<file path="src/sv/hdp_pkg.sv">
// shared types, constants and name tables for the http date parser
`timescale 1ns / 1ps

package hdp_pkg;

  // field being parsed, in header order
  typedef enum logic [2:0] {
    FLD_WDAY  = 3'd0,
    FLD_DAY   = 3'd1,
    FLD_MONTH = 3'd2,
    FLD_YEAR  = 3'd3,
    FLD_HOUR  = 3'd4,
    FLD_MIN   = 3'd5,
    FLD_SEC   = 3'd6,
    FLD_ZONE  = 3'd7
  } field_e;

  typedef enum logic [1:0] {
    ST_OK        = 2'd0,
    ST_BAD_WDAY  = 2'd1,
    ST_BAD_MONTH = 2'd2,
    ST_MALFORMED = 2'd3
  } status_e;

  typedef struct packed {
    logic [13:0] year;
    logic [3:0]  month;
    logic [4:0]  day;
    logic [4:0]  hour;
    logic [5:0]  minute;
    logic [5:0]  second;
    logic [2:0]  weekday;
  } date_t;

  // parsed header, handed from the parser to the shift stage
  typedef struct packed {
    date_t   date;
    logic    leap;
    status_e status;
  } parse_res_t;

  localparam int unsigned MatchLen = 3;

  localparam logic [7:0] CharComma = 8'h2C;
  localparam logic [7:0] CharSpace = 8'h20;
  localparam logic [7:0] CharColon = 8'h3A;
  localparam logic [7:0] CharZero  = 8'h30;
  localparam logic [7:0] CharNine  = 8'h39;

  localparam logic [13:0] YearMax       = 14'd9999;
  localparam logic [13:0] AccumSatLimit = 14'd1000;
  localparam logic [4:0]  DayMax        = 5'd31;
  localparam logic [4:0]  HourMax       = 5'd23;
  localparam logic [5:0]  MinuteMax     = 6'd59;
  localparam logic [5:0]  SecondMax     = 6'd60;
  localparam logic [3:0]  MonthsPerYear = 4'd12;
  localparam logic [3:0]  MonthNone     = 4'd0;
  localparam logic [2:0]  DaysPerWeek   = 3'd7;
  localparam logic [2:0]  WdayNone      = 3'd0;
  localparam logic [5:0]  HoursPerDay   = 6'd24;
  localparam logic [4:0]  OffsetMax     = 5'd23;
  localparam logic [4:0]  OffsetReset   = 5'd8;
  localparam logic [2:0]  LenMax        = 3'd7;

  // 1=Mon .. 7=Sun, 0 when unknown
  function automatic logic [2:0] wday_lookup(input logic [23:0] s);
    logic [2:0] r;
    unique case (s)
      "Mon":   r = 3'd1;
      "Tue":   r = 3'd2;
      "Wed":   r = 3'd3;
      "Thu":   r = 3'd4;
      "Fri":   r = 3'd5;
      "Sat":   r = 3'd6;
      "Sun":   r = 3'd7;
      default: r = WdayNone;
    endcase
    return r;
  endfunction

  // 1=Jan .. 12=Dec, 0 when unknown
  function automatic logic [3:0] month_lookup(input logic [23:0] s);
    logic [3:0] r;
    unique case (s)
      "Jan":   r = 4'd1;
      "Feb":   r = 4'd2;
      "Mar":   r = 4'd3;
      "Apr":   r = 4'd4;
      "May":   r = 4'd5;
      "Jun":   r = 4'd6;
      "Jul":   r = 4'd7;
      "Aug":   r = 4'd8;
      "Sep":   r = 4'd9;
      "Oct":   r = 4'd10;
      "Nov":   r = 4'd11;
      "Dec":   r = 4'd12;
      default: r = MonthNone;
    endcase
    return r;
  endfunction

  // unknown month counts as 31 days
  function automatic logic [4:0] days_in_month(input logic [3:0] m, input logic leap);
    logic [4:0] r;
    unique case (m) inside
      4'd0, 4'd1, 4'd3, 4'd5, 4'd7, 4'd8, 4'd10, 4'd12: r = 5'd31;
      4'd2:    r = leap ? 5'd29 : 5'd28;
      default: r = 5'd30;
    endcase
    return r;
  endfunction

endpackage

</file>
<file path="src/sv/hdp_parser.sv">
// character parser: field tracking, name match, decimal build, result capture
`timescale 1ns / 1ps

module hdp_parser (
  input  logic                clk_i,
  input  logic                rst_ni,
  input  logic                in_valid_i,
  input  logic [7:0]          char_in_i,
  input  logic                end_of_text_i,
  output logic                in_stall_o,
  output logic                res_valid_o,
  output hdp_pkg::parse_res_t res_o,
  input  logic                res_ready_i
);

  hdp_pkg::field_e  field_q, field_d, field1;
  logic [13:0]      acc_q, acc_d, acc1;
  logic [3:0][3:0]  bcd_q, bcd_d, bcd1;
  logic [2:0]       len_q, len_d, len1;
  logic [hdp_pkg::MatchLen-1:0][7:0] name_q, name_d;
  logic [23:0]      name_str;
  hdp_pkg::date_t   fields_q, fields_d, fields1;
  logic             leap_q, leap_d, leap1;
  hdp_pkg::status_e err_q, err_d, err1, err_new;
  hdp_pkg::parse_res_t res_q, res_d, fin;
  logic             res_valid_q, res_valid_d;

  logic       accept, is_digit, is_num, is_hm, num_commit, stray, final_commit;
  logic [7:0] sep;
  logic [3:0] digit;
  logic       cent;
  logic [1:0] hi_mod4;

  assign in_stall_o = res_valid_q && !res_ready_i;
  assign accept     = in_valid_i && !in_stall_o;

  // first character in the top byte, as in a string literal
  assign name_str   = {name_q[0], name_q[1], name_q[2]};

  assign is_digit   = (char_in_i >= hdp_pkg::CharZero) && (char_in_i <= hdp_pkg::CharNine);
  assign digit      = char_in_i[3:0];
  assign is_hm      = (field_q == hdp_pkg::FLD_HOUR) || (field_q == hdp_pkg::FLD_MIN);
  assign is_num     = (field_q == hdp_pkg::FLD_DAY) || (field_q == hdp_pkg::FLD_YEAR) ||
                      is_hm || (field_q == hdp_pkg::FLD_SEC);
  assign sep        = is_hm ? hdp_pkg::CharColon : hdp_pkg::CharSpace;
  assign num_commit = is_num && (char_in_i == sep) && (is_hm || (len_q != 3'd0));
  assign stray      = is_num && !is_digit && (char_in_i != sep);

  // year leap test from the decimal digits: century years need hundreds divisible by 4
  assign cent    = (bcd_q[1] == 4'd0) && (bcd_q[0] == 4'd0);
  assign hi_mod4 = bcd_q[2][1:0] + {bcd_q[3][0], 1'b0};

  // next field
  always_comb begin
    field1 = field_q;
    unique case (field_q)
      hdp_pkg::FLD_WDAY: begin
        if (char_in_i == hdp_pkg::CharComma) field1 = hdp_pkg::FLD_DAY;
      end
      hdp_pkg::FLD_MONTH: begin
        if (char_in_i == hdp_pkg::CharSpace && len_q != 3'd0) field1 = hdp_pkg::FLD_YEAR;
      end
      hdp_pkg::FLD_ZONE: begin
        field1 = field_q;
      end
      default: begin
        if (num_commit) field1 = hdp_pkg::field_e'(field_q + 3'd1);
      end
    endcase
    if (!accept) field_d = field_q;
    else if (end_of_text_i) field_d = hdp_pkg::FLD_WDAY;
    else field_d = field1;
  end

  // datapath for one character
  always_comb begin
    acc1    = acc_q;
    bcd1    = bcd_q;
    len1    = len_q;
    name_d  = name_q;
    fields1 = fields_q;
    leap1   = leap_q;
    err_new = hdp_pkg::ST_OK;
    unique case (field_q) inside
      hdp_pkg::FLD_WDAY, hdp_pkg::FLD_MONTH: begin
        if (field_q == hdp_pkg::FLD_WDAY && char_in_i == hdp_pkg::CharComma) begin
          fields1.weekday = (len_q == 3'd3) ? hdp_pkg::wday_lookup(name_str) : hdp_pkg::WdayNone;
          if (fields1.weekday == hdp_pkg::WdayNone) err_new = hdp_pkg::ST_BAD_WDAY;
          len1 = 3'd0;
        end else if (field_q == hdp_pkg::FLD_MONTH && char_in_i == hdp_pkg::CharSpace) begin
          if (len_q != 3'd0) begin
            fields1.month = (len_q == 3'd3) ? hdp_pkg::month_lookup(name_str)
                                            : hdp_pkg::MonthNone;
            if (fields1.month == hdp_pkg::MonthNone) err_new = hdp_pkg::ST_BAD_MONTH;
            len1 = 3'd0;
          end
        end else begin
          if (len_q < 3'(hdp_pkg::MatchLen)) name_d[len_q[1:0]] = char_in_i;
          if (len_q < hdp_pkg::LenMax) len1 = len_q + 3'd1;
        end
      end
      hdp_pkg::FLD_ZONE: begin
        len1 = len_q;
      end
      default: begin
        if (is_digit) begin
          // saturate once the value has four digits
          if (acc_q >= hdp_pkg::AccumSatLimit) begin
            acc1 = hdp_pkg::YearMax;
            bcd1 = {4'd9, 4'd9, 4'd9, 4'd9};
          end else begin
            acc1 = (acc_q << 3) + (acc_q << 1) + {10'd0, digit};
            bcd1 = {bcd_q[2], bcd_q[1], bcd_q[0], digit};
          end
          if (len_q < hdp_pkg::LenMax) len1 = len_q + 3'd1;
        end else if (num_commit) begin
          if (len_q == 3'd0) err_new = hdp_pkg::ST_MALFORMED;
          case (field_q)
            hdp_pkg::FLD_DAY:
              fields1.day = (acc_q > 14'(hdp_pkg::DayMax)) ? hdp_pkg::DayMax : acc_q[4:0];
            hdp_pkg::FLD_YEAR: begin
              fields1.year = acc_q;
              leap1 = (acc_q[1:0] == 2'd0) && (!cent || (hi_mod4 == 2'd0));
            end
            hdp_pkg::FLD_HOUR:
              fields1.hour = (acc_q > 14'(hdp_pkg::HourMax)) ? hdp_pkg::HourMax : acc_q[4:0];
            hdp_pkg::FLD_MIN:
              fields1.minute = (acc_q > 14'(hdp_pkg::MinuteMax)) ? hdp_pkg::MinuteMax
                                                                 : acc_q[5:0];
            default:
              fields1.second = (acc_q > 14'(hdp_pkg::SecondMax)) ? hdp_pkg::SecondMax
                                                                 : acc_q[5:0];
          endcase
          acc1 = 14'd0;
          bcd1 = '0;
          len1 = 3'd0;
        end else if (stray) begin
          err_new = hdp_pkg::ST_MALFORMED;
        end
      end
    endcase
    err1 = (err_q != hdp_pkg::ST_OK) ? err_q : err_new;

    // end of text: seconds still open are committed, anything else unfinished is malformed
    final_commit = (field1 == hdp_pkg::FLD_SEC) && (len1 != 3'd0);
    fin.date     = fields1;
    fin.leap     = leap1;
    fin.status   = err1;
    if (final_commit) begin
      fin.date.second = (acc1 > 14'(hdp_pkg::SecondMax)) ? hdp_pkg::SecondMax : acc1[5:0];
    end else if (field1 != hdp_pkg::FLD_ZONE && err1 == hdp_pkg::ST_OK) begin
      fin.status = hdp_pkg::ST_MALFORMED;
    end

    acc_d    = acc_q;
    bcd_d    = bcd_q;
    len_d    = len_q;
    fields_d = fields_q;
    leap_d   = leap_q;
    err_d    = err_q;
    if (accept) begin
      if (end_of_text_i) begin
        acc_d    = 14'd0;
        bcd_d    = '0;
        len_d    = 3'd0;
        fields_d = '0;
        leap_d   = 1'b1;
        err_d    = hdp_pkg::ST_OK;
      end else begin
        acc_d    = acc1;
        bcd_d    = bcd1;
        len_d    = len1;
        fields_d = fields1;
        leap_d   = leap1;
        err_d    = err1;
      end
    end

    res_d       = (accept && end_of_text_i) ? fin : res_q;
    res_valid_d = (accept && end_of_text_i) ? 1'b1 : (res_ready_i ? 1'b0 : res_valid_q);
  end

  always_ff @(posedge clk_i or negedge rst_ni) begin
    if (!rst_ni) begin
      field_q     <= hdp_pkg::FLD_WDAY;
      acc_q       <= 14'd0;
      bcd_q       <= '0;
      len_q       <= 3'd0;
      fields_q    <= '0;
      leap_q      <= 1'b1;
      err_q       <= hdp_pkg::ST_OK;
      res_valid_q <= 1'b0;
    end else begin
      field_q     <= field_d;
      acc_q       <= acc_d;
      bcd_q       <= bcd_d;
      len_q       <= len_d;
      fields_q    <= fields_d;
      leap_q      <= leap_d;
      err_q       <= err_d;
      res_valid_q <= res_valid_d;
    end
  end

  always_ff @(posedge clk_i) begin
    name_q <= name_d;
    res_q  <= res_d;
  end

  assign res_valid_o = res_valid_q;
  assign res_o       = res_q;

endmodule

</file>
<file path="src/sv/hdp_shift.sv">
// hour offset and calendar rollover into the output register
`timescale 1ns / 1ps

module hdp_shift (
  input  logic                clk_i,
  input  logic                rst_ni,
  input  logic                res_valid_i,
  input  hdp_pkg::parse_res_t res_i,
  output logic                res_ready_o,
  input  logic [4:0]          offset_i,
  output logic                out_valid_o,
  input  logic                out_stall_i,
  output hdp_pkg::date_t      date_o,
  output hdp_pkg::status_e    status_o
);

  hdp_pkg::date_t   d, date_q;
  hdp_pkg::status_e status_q;
  logic             out_valid_q, out_valid_d, load;
  logic [4:0]       off, dim;
  logic [5:0]       hsum, day1;

  assign res_ready_o = !out_valid_q || !out_stall_i;
  assign load        = res_valid_i && res_ready_o;

  always_comb begin
    d    = res_i.date;
    off  = (offset_i > hdp_pkg::OffsetMax) ? hdp_pkg::OffsetMax : offset_i;
    hsum = {1'b0, res_i.date.hour} + {1'b0, off};
    day1 = {1'b0, res_i.date.day} + 6'd1;
    dim  = hdp_pkg::days_in_month(res_i.date.month, res_i.leap);
    if (hsum >= hdp_pkg::HoursPerDay) begin
      d.hour = 5'(hsum - hdp_pkg::HoursPerDay);
      if (res_i.date.weekday != hdp_pkg::WdayNone) begin
        d.weekday = (res_i.date.weekday == hdp_pkg::DaysPerWeek) ? 3'd1
                                                                 : res_i.date.weekday + 3'd1;
      end
      if (day1 > {1'b0, dim}) begin
        d.day = 5'(day1 - {1'b0, dim});
        if (res_i.date.month != hdp_pkg::MonthNone) begin
          if (res_i.date.month == hdp_pkg::MonthsPerYear) begin
            d.month = 4'd1;
            if (res_i.date.year < hdp_pkg::YearMax) d.year = res_i.date.year + 14'd1;
          end else begin
            d.month = res_i.date.month + 4'd1;
          end
        end
      end else begin
        d.day = day1[4:0];
      end
    end else begin
      d.hour = hsum[4:0];
    end
    out_valid_d = load ? 1'b1 : (out_stall_i ? out_valid_q : 1'b0);
  end

  always_ff @(posedge clk_i or negedge rst_ni) begin
    if (!rst_ni) begin
      out_valid_q <= 1'b0;
    end else begin
      out_valid_q <= out_valid_d;
    end
  end

  always_ff @(posedge clk_i) begin
    if (load) begin
      date_q   <= d;
      status_q <= res_i.status;
    end
  end

  assign out_valid_o = out_valid_q;
  assign date_o      = date_q;
  assign status_o    = status_q;

endmodule

</file>
<file path="src/sv/http_date_parse_tz_shift.sv">
// http date header parser with local hour offset: top level
// one character transfer per cycle while in_stall_o is low; the parser state updates in the same cycle
// a result from the transfer that carries end_of_text is held first in the parser's capture register,
//   then passes through the offset and rollover logic into the output register
// rst_ni clears the parser, both valid flags and sets offset_hours to 8
`timescale 1ns / 1ps

module http_date_parse_tz_shift (
  input  logic        clk_i,
  input  logic        rst_ni,
  // configuration
  input  logic        offset_hours_we_i,
  input  logic [4:0]  offset_hours_i,
  // character channel
  input  logic        in_valid_i,
  output logic        in_stall_o,
  input  logic [7:0]  char_in_i,
  input  logic        end_of_text_i,
  // result channel
  output logic        out_valid_o,
  input  logic        out_stall_i,
  output logic [13:0] year_out_o,
  output logic [3:0]  month_out_o,
  output logic [4:0]  day_out_o,
  output logic [4:0]  hour_out_o,
  output logic [5:0]  minute_out_o,
  output logic [5:0]  second_out_o,
  output logic [2:0]  weekday_out_o,
  output logic [1:0]  status_o
);

  // offset register; the user must write it only while the block is idle, the block does not enforce it
  logic [4:0] offset_q, offset_d;

  hdp_pkg::parse_res_t res;
  logic                res_valid, res_ready;
  hdp_pkg::date_t      date;
  hdp_pkg::status_e    status;

  assign offset_d = offset_hours_we_i ? offset_hours_i : offset_q;

  always_ff @(posedge clk_i or negedge rst_ni) begin
    if (!rst_ni) begin
      offset_q <= hdp_pkg::OffsetReset;
    end else begin
      offset_q <= offset_d;
    end
  end

  // per-character parsing; captures the finished date on end_of_text
  hdp_parser u_parser (
    .clk_i         (clk_i),
    .rst_ni        (rst_ni),
    .in_valid_i    (in_valid_i),
    .char_in_i     (char_in_i),
    .end_of_text_i (end_of_text_i),
    .in_stall_o    (in_stall_o),
    .res_valid_o   (res_valid),
    .res_o         (res),
    .res_ready_i   (res_ready)
  );

  // time zone shift with day, weekday, month and year rollover
  hdp_shift u_shift (
    .clk_i       (clk_i),
    .rst_ni      (rst_ni),
    .res_valid_i (res_valid),
    .res_i       (res),
    .res_ready_o (res_ready),
    .offset_i    (offset_q),
    .out_valid_o (out_valid_o),
    .out_stall_i (out_stall_i),
    .date_o      (date),
    .status_o    (status)
  );

  assign year_out_o    = date.year;
  assign month_out_o   = date.month;
  assign day_out_o     = date.day;
  assign hour_out_o    = date.hour;
  assign minute_out_o  = date.minute;
  assign second_out_o  = date.second;
  assign weekday_out_o = date.weekday;
  assign status_o      = status;

endmodule

</file>
<file path="config.mk">
export PLATFORM = sky130hd
export DESIGN_NAME = http_date_parse_tz_shift
export DESIGN_NICKNAME = d
export VERILOG_FILES = /design/src/sv/hdp_pkg.sv /design/src/sv/hdp_parser.sv /design/src/sv/hdp_shift.sv /design/src/sv/http_date_parse_tz_shift.sv
export SDC_FILE = /design/constraint.sdc
export NUM_CORES = 1
export LEC_CHECK = 0
export BUFFER_PORTS_ARGS = -buffer_cell sky130_fd_sc_hd__buf_4
export CAP_MARGIN = 15
export CORE_ASPECT_RATIO = 0.75
export CORE_MARGIN = 2
export CORE_UTILIZATION = 40
export CTS_CLUSTER_DIAMETER = 60
export DETAILED_ROUTE_END_ITERATION = 8
export PLACE_DENSITY_LB_ADDON = 0.12
export SLEW_MARGIN = 20
export SYNTH_ARGS = -nofsm -noshare
export SYNTH_HDL_FRONTEND = slang
export SYNTH_SLANG_ARGS = --single-unit
</file>
<file path="constraint.sdc">
create_clock -name clk_i -period 4.6 [get_ports clk_i]
set_input_delay 1.15 -clock clk_i [delete_from_list [all_inputs] [get_ports clk_i]]
set_output_delay 1.15 -clock clk_i [all_outputs]
set_load 0.01 [all_outputs]
</file>
; ---- Word-level counts from Yosys, hierarchy flattened
; Index checks and enable logic that the tools add are counted.
[op_classes]
reduce_logical = 53
bitwise_logic = 2
eq_ne = 44
add_sub_neg = 12
n_lt_le_gt_ge = 16
mux = 98
[ops]
columns = operator, count
row1 = 24-bit by 23-bit == test with 1-bit output (second input constant), 19
row2 = 14-bit two-way mux, 11
row3 = 22-bit two-way mux, 3
row4 = 13-bit two-way mux, 5
row5 = 3-bit two-way mux, 19
row6 = 4-bit case mux with 12 select lines, 1
row7 = 43-bit two-way mux, 1
row8 = 14-bit by 6-bit greater-than comparator with 1-bit output (second input constant), 3
row9 = 4-bit two-way mux, 10
row10 = 5-bit two-way mux, 8
row11 = 18-bit two-way mux, 2
row12 = 6-bit two-way mux, 6
row13 = 14-bit by 5-bit greater-than comparator with 1-bit output (second input constant), 2
row14 = 24-bit bitwise mux, 1
row15 = 2-bit two-way mux, 12
row16 = 23-bit two-way mux, 1
row17 = 3-bit case mux with 7 select lines, 1
row18 = 3-bit == test (second input constant), 6
row19 = 1-bit logical AND, 17
row20 = 8-bit demux with 2-bit select, 1
row21 = 8-bit by 6-bit == test with 1-bit output (second input constant), 2
row22 = 4-bit logical NOT, 4
row23 = 14-bit by 1-bit adder with 14-bit output (second input constant), 1
row24 = 14-bit adder, 1
row25 = 49 further kinds, 88
[totals]
register_bits = 199
in_bits = 19
output_inout_bits = 47
wordCells = 264

; ---- Logic depth before layout (Yosys ltp)
; Gate-level depths: netlist (run 1).
[depth]
word_depth = 18
ltp_mapped = 17
mapped_depth_nobuf = 15

; ---- Cells and area by module
; A second synthesis (run 1) with hierarchy kept.
[hier_totals]
cells_unflattened = 1039
hier_area_um2 = 11074.4
[modules_own_cells]
columns = mod, area_each_um2, seq_area_each_um2, cells_per_inst, n_inst
row1 = hdp_parser, 8172.8, 4055.1, 794, 1
row2 = hdp_shift, 2718.9, 1376.3, 235, 1
row3 = http_date_parse_tz_shift, 182.7, 126.4, 10, 1

; ---- Worst setup path after synthesis (run 1)
; Ideal clock, no wire load.
[synth_path]
path_type = input to register
start = input port out_stall_i
end = register u_shift.date_q, in the netlist u_shift.date_o[0], enable pin
setup_ps = 516
path_buffers = 0
stages = 1
t_required_ps = 4084
arrival_time_ps = 4458
setup_slack_ps = -374
cell_sequence = a21boi_0
[synth_between]
elab_chain_cells = 3
[synth_rtl]
columns = element, line
row1 = "start, declared", http_date_parse_tz_shift.sv:21  ; input logic out_stall_i,
row2 = 1-bit logical NOT, hdp_shift.sv:23  ; assign res_ready_o = !out_valid_q || !out_stall_i;
row3 = 1-bit logical OR, hdp_shift.sv:23
row4 = 1-bit logical AND, hdp_shift.sv:24  ; assign load = res_valid_i && res_ready_o;
row5 = "end signal, assigned", hdp_shift.sv:67  ; date_q <= d;
row6 = "end, declared", hdp_shift.sv:17  ; hdp_pkg::date_t d, date_q;
; No other way between the ends.
; A chain may end at the register's enable or synchronous reset.

==> impl_metrics.tcl, run 1 <==
set metrics [dict create \
    hold_class "flop to flop" \
    drv_slew 0 \
    synth.distinct_cells 82 \
    ant_nets 0 \
    path_class "flop to flop" \
    cpPeakStageDelay_ps 490 \
    synth_edf_count 115 \
    initial_core_util 0.4031 \
    fmax_mhz 238.5 \
    grt_pass1_wl_um 42500 \
    drt_iter0_drc 595 \
    timing.setup.tns_ps 0 \
    power.density_nw_per_um2 375.0 \
    postCtsSetupBuffers 0 \
    worstPathArrival_ps 4390 \
    synth_nets 1067 \
    antenna_found_initial 1 \
    hold_path.startpoint "u_parser.res_o[1]" \
    numCtsBuffers 17 \
    die_height_um 146.2 \
    firstDrtPassIters 5 \
    drive_above_1_share 0.1531 \
    die_x_um 193.6 \
    clk_pin_slew_ps 80 \
    synthCells 994 \
    grt_max_degree 66 \
    fin_crit_sh 0.9114 \
    netlist_area_um2 10780 \
    io_pins 66 \
    grt_overflow 0 \
    rsz0062_at_grt "false" \
    finalHoldViolations 0 \
    final_cell_mix "edfxtp_1 (115), nand2_1 (96), buf_4 (86)" \
    fin_skew_ps 17.38 \
    cts_tree "yes" \
    crit_chain "inv_1, ha_1, nor2b_1, o21ai_0, o221ai_1, ha_1, fa_1, nand2b_1, a2111oi_2, o21ai_0, and2_1, nor4_2, buf_4, and4_2, nand3_1, xnor2_1" \
    clock_path_buffers 2 \
    crit_family "simple AND/OR/NAND/NOR gates" \
    clk_latency_ps 440 \
    avgSynthCellArea_um2 10.84 \
    fin_cells 1422 \
    worstReg2RegEnd "u_shift.date_o[36]" \
    wl_per_cell_um 18.67 \
    crit_slowest_cell "edfxtp_1" \
    grt_pass1_vias 7701 \
    viasPerCell 5.701 \
    outcome "finished clean" \
    synth_warnings 0 \
    max-cap-violations 0 \
    port_buffers 65 \
    nNetsFinal 1131 \
    place_congestion 0.9004 \
    worst-path-max-fanout 10 \
    leakage_nw 4.916 \
    min_path_cells 0 \
    rr_startpoint "u_parser.res_o[28]" \
    start_kind "flop" \
    htreeDepth 4 \
    critical_path_buf_inv_count 2 \
    clock-sinks 199 \
    whs_ps 424.5 \
    ys_seq_elements 199 \
    setup_viol 0 \
    drt-total-wl_um 26550 \
    ff2ff_path_depth 16 \
    final_common_cell "edfxtp_1" \
    rows 52 \
    endpoint_kind "flop" \
    max_slew_margin 0.3992 \
    root_buffer "clkbuf_16" \
    power_mw 4.622 \
    async_reset_ff_frac 0.4221 \
    post-route-util 0.4609 \
    ff2ff_setup_slack_ps 410 \
    syn2layout_area_growth_pct 14.35 \
    ys.flop_type "edfxtp_1" \
    worstMarginPinSlew_ps 901.2 \
    via_count 8107 \
    dieArea_um2 28290 \
    track_usage 0.1898 \
    yosysSeqAreaShare 0.5156 \
    diodes 0 \
    ir_drop_mv 0.2594 \
    hold_path_end "u_shift.status_o[1]" \
    dp_cells 1390 \
    cp.required_ps 4800 \
    dp_hpwl_um 19220 \
    finalCriticalPeriod_ps 4192 \
    core-area_um2 26740 \
    post-route-drc-count 0 \
]
==> per-stage QoR <==
step | cell area, um2 | setup slack [ps]
after floorplan | 10780 | 544.1
after global placement | 11710 | 155.4
after detailed placement | 11710 | 173.0
after CTS | 12320 | 142.9
after global routing | 12330 | 26.04
final | 12330 | 407.8
==> worst max path at each step <==
stage                         endpoint  cells after the start          startpoint
finish              u_shift.date_o[36]                     16  u_parser.res_o[28]
global placement    u_shift.date_o[40]                     16  u_parser.res_o[28]
detailed placement  u_shift.date_o[36]                     16  u_parser.res_o[28]
global route        u_shift.date_o[36]                     16  u_parser.res_o[28]
floorplan           u_shift.date_o[38]                     17  u_parser.res_o[28]
CTS                 u_shift.date_o[36]                     16  u_parser.res_o[28]
==> worst register-to-register path, cell delays in order (launching register included) <==
cell and delay (ps):
edfxtp_1 490, inv_1 130, ha_1 230, nor2b_1 140
o21ai_0 150, o221ai_1 140, ha_1 230, fa_1 410
nand2b_1 190, a2111oi_2 320, o21ai_0 130, and2_1 270
nor4_2 330, buf_4 210, and4_2 330, nand3_1 120
xnor2_1 140
==> logic make-up (layout without fill, tap and decap cells) <==
group                    after synthesis  count (layout)  synth area share
AO/OA/AOI/OAI                        277             277            0.1781
adder cells (fa/ha/maj)               54              54           0.06547
multiplexers                          25              25           0.02565
XOR/XNOR                              26              26           0.02113
buffers and inverters                 68             145           0.02542
AND/OR/NAND/NOR                      345             345            0.1687
flip-flops                           199             199            0.5156
==> what timing repair did <==
item                       4_1_cts  5_1_grt
setup endpoints to repair        0       11
gates resized for setup          0        3
hold buffers                     0        0
==> cell type report <==
cell class,instances,area [um2]
sequential,199,5558
clock buffer,17,425.4
fill,2481,14420
inverter,27,101.3
tap,351,439.2
clock inverter,15,180.2
multi-input combinational,727,4976
timing repair buffer,86,645.6
==> report_power, final <==
group	switching [mW]	total, mW	internal (mW)
Combinational	0.561	0.886	0.325
Clock	0.745	1.52	0.780
Sequential	0.150	2.21	2.06
==> routing by layer <==
metal / track usage / routed length (um) / up-vias
met5: 0 / 13 / -
met3: 0.04297 / 1668 / 18
met2: 0.2668 / 10880 / 226
li1: - / - / 3909
met4: 0.04504 / 238 / 2
met1: 0.2945 / 13750 / 3952
==> flip-flops by register name (all words and copies together), names as in the netlist, 5 cells and up <==
name and count:
u_parser.acc_q 14, u_parser.bcd_q 11, u_parser.res_o 46, u_parser.name_q 24, u_parser.fields_q 43, offset_q 5
u_shift.date_o 43
==> synthesized netlist by cell type, types with 5 or more instances <==
master	count	area [um2]
a211oi_1	7	52.55
a21o_1	8	60.06
a21oi_1	36	180.2
a22o_1	42	367.9
a31oi_1	8	50.05
a41o_1	5	50.05
a41oi_1	5	43.79
and2_1	15	93.84
and3_1	10	62.56
clkbuf_1	33	123.9
dfrtp_1	82	2052
edfxtp_1	115	3453
ha_1	50	625.6
inv_1	27	101.4
mux2_2	20	225.2
nand2_1	97	364.1
nand2b_1	15	93.84
nand3_1	26	130.1
nand4_1	7	43.79
nor2_1	69	259.0
nor2b_1	12	75.07
nor3_1	28	140.1
nor4_1	15	93.84
nor4bb_1	9	90.09
o211a_1	5	50.05
o21a_1	7	52.55
o21ai_0	82	410.4
o22ai_1	8	50.05
o31a_1	7	61.31
o31ai_1	11	82.58
o41ai_1	9	78.83
or2_2	8	50.05
xnor2_1	16	140.1
xor2_1	10	87.58
Power figures use the tool's default switching activity.
==> inputs of run 2 (changes only) <==
CORE_MARGIN = 3   (was 2)
==> run 2 against run 1 <==
Register-to-register slack about the same; via count decreased by 0.52%; sequential share of layout area increased by 0.20 points; global-route usage decreased by 0.21 points; sequential power about the same; largest power group unchanged; combinational power decreased by 2%; cell area decreased by 0.44%; cell count decreased by 0.56%; die area increased by 2.4%; critical path depth unchanged; clock-buffer cell count increased by 2.
==> impl_metrics.tcl, run 2 (synthesized netlist as in run 1, its figures left out) <==
set metrics [dict create \
    clock-sinks 199 \
    grt_pass1_vias 7578 \
    postCtsSetupBuffers 0 \
    finalHoldViolations 0 \
    numCtsBuffers 17 \
    dp_slack_ps 201.7 \
    antenna_found_initial 1 \
    io_pins 66 \
    fin_crit_sh 0.9108 \
    drt_iter0_drc 643 \
    start_kind "flop" \
    clock_path_buffers 2 \
    cts_tree "yes" \
    ir_drop_mv 0.3048 \
    timing.setup.tns_ps 0 \
    syn2layout_area_growth_pct 13.85 \
    final_common_cell "edfxtp_1" \
    port_buffers 65 \
    clk_pin_slew_ps 70 \
    die_x_um 195.6 \
    fmax_mhz 238.7 \
    viasPerCell 5.704 \
    grt_max_degree 54 \
    firstDrtPassIters 5 \
    max_slew_margin 0.4383 \
    outcome "finished clean" \
    initial_core_util 0.4110 \
    worstPathArrival_ps 4370 \
    finalCriticalPeriod_ps 4190 \
    drv_slew 0 \
    htreeDepth 4 \
    max-cap-violations 0 \
    worstMarginPinSlew_ps 831.2 \
    rsz0062_at_grt "false" \
    drt-total-wl_um 26800 \
    power.density_nw_per_um2 370.4 \
    setup_viol 0 \
    ant_nets 0 \
    grt_pass1_wl_um 43280 \
    root_buffer "clkbuf_16" \
    clk_latency_ps 430 \
    endpoint_kind "flop" \
    drive_above_1_share 0.1523 \
    post-route-drc-count 0 \
    dieArea_um2 28970 \
    wl_per_cell_um 18.95 \
    leakage_nw 4.886 \
    die_height_um 148.2 \
    fin_ws_ps 410.4 \
    hold_class "flop to flop" \
    nNetsFinal 1130 \
    path_class "flop to flop" \
    final_cell_mix "edfxtp_1 (115), nand2_1 (96), buf_4 (85)" \
    grt_overflow 0 \
    cts_hold_buf 0 \
    diodes 0 \
    via_count 8065 \
    worst-path-max-fanout 10 \
    largest_reg_flops 46 \
    fin_skew_ps 8.966 \
    place_congestion 0.9126 \
    track_usage 0.1877 \
    core-area_um2 26230 \
    rows 51 \
    dp_hpwl_um 19280 \
    cp.required_ps 4780 \
]
[run 2: changes by cell type in the layout (fill, tap and decap cells not counted), sizes merged]
cell      change
inv           -5
buf           -1
clkinvlp      +3
clkbuf        +2
[run 2: path summary, 6_finish.rpt]
check	startpoint	end	slack, ps	cells past startpoint
setup / recovery	u_parser.res_o[28]	u_shift.date_o[38]	410	16
hold / removal	u_parser.res_o[1]	u_shift.status_o[1]	420	0
setup reg to reg	u_parser.res_o[28]	u_shift.date_o[38]	410	16
hold reg to reg	u_parser.res_o[1]	u_shift.status_o[1]	420	0
max in group asynchronous	rst_ni	u_parser.leap_q	3070	2
min in group asynchronous	rst_ni	u_parser.fields_q[38]	690	1
[run 2: per-layer routing]
metal  global-route usage  up-vias  share of wire
met5                    0        -        0.00037
met4              0.03812        2         0.0091
met3              0.03578       18          0.056
met2               0.2601      230           0.41
met1               0.3029     3911           0.52
li1                     -     3904              -
[run 2: layout make-up]
class	instances	area, um2
clock buffers	19	442.9
clock inverters	13	125.1
fillers	2408	13950
inverters	27	101.3
multi-input cells	727	4976
flip-flops and latches	199	5558
well taps	344	430.4
repair buffers	85	638.1
[run 2: power breakdown]
part | internal, mW | leakage [nW] | total, mW | switching, mW
sequential | 2.06 | 2.23 | 2.22 | 0.156
combinational | 0.324 | 2.39 | 0.869 | 0.546
clock | 0.768 | 0.265 | 1.46 | 0.691
[run 2: through the flow]
step / total power, mW / hold WS, ps / cells / utilization / area [um2]
after detailed placement: 3.112 / 404.5 / 1382 / 0.4460 / 11700
after global routing: 4.770 / 438.7 / 1414 / 0.4679 / 12270
final: 4.546 / 421.2 / 1414 / 0.4679 / 12270
after floorplan: 2.797 / 400.3 / 994 / - / 10780
after global placement: 3.125 / 405.7 / 1382 / 0.4460 / 11700
after CTS: 4.579 / 422.3 / 1414 / 0.4676 / 12260
[run 2: critical path, cell delays in order, from the launching register on]
cell and delay (ps):
edfxtp_1 480, inv_1 130, ha_1 220, nor2b_1 140, o21ai_0 160, o221ai_1 140
ha_1 230, fa_1 400, nand2b_1 190, a2111oi_2 330, o21ai_0 130, and2_1 270
nor4_2 320, buf_4 210, and4_2 330, nand3_1 110, xnor2_1 140
[run 2: repair_timing]
item / 4_1_cts / 5_1_grt
resized for setup: 0 / 3
endpoints found under the hold margin: 0 / 0
endpoints found under the setup margin: 0 / 10
==> inputs of run 3 (changes only) <==
BUFFER_PORTS_ARGS = unset   (was -buffer_cell sky130_fd_sc_hd__buf_4)
DONT_BUFFER_PORTS = 1   (was unset)
==> run 3 against run 2 <==
Clock-buffer cell count unchanged; flip-flop and latch count stayed put; via count shrank 1.7%; routed wire length rose by 0.66%; sequential power is essentially flat; maximum frequency shrank 1.2%; core utilization decreased by 1.9 points; critical path type unchanged; critical endpoint is now u_shift.date_o[34]; largest cell class unchanged; largest power group unchanged.
==> impl_metrics.tcl, run 3 (synthesized netlist as in run 1, its figures left out) <==
set metrics [dict create \
    outcome "finished clean" \
    worstPathArrival_ps 4430 \
    numCtsBuffers 17 \
    track_usage 0.1890 \
    final_cell_mix "edfxtp_1 (115), nand2_1 (96), o21ai_0 (82), dfrtp_1 (82), nor2_1 (68)" \
    port_buffers 0 \
    core-area_um2 26230 \
    grt_pass1_vias 7460 \
    finalCriticalPeriod_ps 4238 \
    finalHoldViolations 0 \
    wl_per_cell_um 20.05 \
    fin_crit_sh 0.9214 \
    power.density_nw_per_um2 382.7 \
    rsz0062_at_grt "false" \
    power_mw 4.508 \
    root_buffer "clkbuf_16" \
    viasPerCell 5.893 \
    clock_path_buffers 2 \
    drt-total-wl_um 26970 \
    endpoint_kind "flop" \
    timing.setup.tns_ps 0 \
    die_height_um 148.2 \
    drv_slew 0 \
    start_kind "flop" \
    clk_latency_ps 440 \
    worst-path-max-fanout 10 \
    postCtsSetupBuffers 0 \
    dieArea_um2 28970 \
    worstMarginPinSlew_ps 863.2 \
    max_slew_margin 0.4167 \
    largest_reg_flops 46 \
    antenna_found_initial 0 \
    drt_iter0_drc 706 \
    clock-sinks 199 \
    max-cap-violations 0 \
    leakage_nw 4.562 \
    path_class "flop to flop" \
    via_count 7926 \
    die_x_um 195.6 \
    initial_core_util 0.4110 \
    grt_overflow 0 \
    setup_viol 0 \
    ant_nets 0 \
    clk_pin_slew_ps 70 \
    cts_tree "yes" \
    dp_hpwl_um 19560 \
    fmax_mhz 235.9 \
    htreeDepth 4 \
    diodes 0 \
    hold_class "input port to asynchronous set/reset pin" \
    cp.required_ps 4800 \
    syn2layout_area_growth_pct 9.275 \
    cts_hold_buf 0 \
    ir_drop_mv 0.2655 \
    place_congestion 0.9149 \
    post-route-drc-count 0 \
    fin_skew_ps 9.958 \
    io_pins 66 \
    grt_pass1_wl_um 43180 \
    final_common_cell "edfxtp_1" \
    firstDrtPassIters 5 \
    nNetsFinal 1061 \
    grt_max_degree 85 \
    rows 51 \
    drive_above_1_share 0.09291 \
]
[run 3: where the power goes]
part           total (mW)  internal, mW  switching (mW)
clock network        1.48         0.766           0.719
registers            2.23          2.06           0.171
logic               0.789         0.284           0.505
total                4.51          3.11            1.39
[run 3: path summary, 6_finish.rpt]
kind                                     from                     to  slack, ps  cells after the start
min in group clk_i          u_parser.res_o[1]    u_shift.status_o[1]        430                      0
hold reg to reg             u_parser.res_o[1]    u_shift.status_o[1]        430                      0
max in group asynchronous              rst_ni        u_parser.leap_q       3970                      0
setup / recovery           u_parser.res_o[28]     u_shift.date_o[34]        360                     16
setup reg to reg           u_parser.res_o[28]     u_shift.date_o[34]        360                     16
hold / removal                         rst_ni  u_parser.fields_q[38]        400                      0
[run 3: worst max-delay path, stage by stage, from the launching register on]
cell and delay (ps):
edfxtp_1 480, inv_1 120, ha_1 220, nor2b_1 140, o21ai_0 150, o221ai_1 130, ha_1 230, fa_1 410
nand2b_1 180, a2111oi_1 440, o21ai_0 150, and2_1 280, nor4_2 270, buf_4 200, and4_2 330, nand3_1 110
xnor2_1 150
[run 3: repair_timing]
item / CTS / global route
endpoints found under the setup margin: 0 / 9
resized for setup: 0 / 3
endpoints found under the hold margin: 0 / 0
[run 3: layer usage]
layer / vias up / global-route usage / wire [um]
li1: 3774 / - / -
met1: 3877 / 0.3027 / 14230
met2: 252 / 0.2561 / 10860
met3: 23 / 0.03963 / 1577
met4: 0 / 0.05023 / 308
met5: - / 0 / 0
[run 3: layout make-up]
class	instances	area (um2)
multi-input combinational	727	4974
tap	344	430.4
inverter	27	101.3
sequential	199	5558
clock inverter	13	142.6
fill	2428	14450
timing repair buffer	16	140.1
clock buffer	19	432.9
[run 3: per-stage QoR]
| stage | hold WS (ps) | utilization | std cells | worst slack (ps) | instance area (um2) |
|---|---|---|---|---|---|
| after floorplan | 400.3 | - | 994 | 544.1 | 10780 |
| after global placement | 406.8 | 0.4259 | 1312 | 334.3 | 11170 |
| after detailed placement | 413.8 | 0.4270 | 1313 | 193.7 | 11200 |
| after CTS | 376.8 | 0.4489 | 1345 | 157.5 | 11770 |
| after global routing | 376.3 | 0.4491 | 1345 | 24.80 | 11780 |
| final | 397.8 | 0.4491 | 1345 | 361.5 | 11780 |
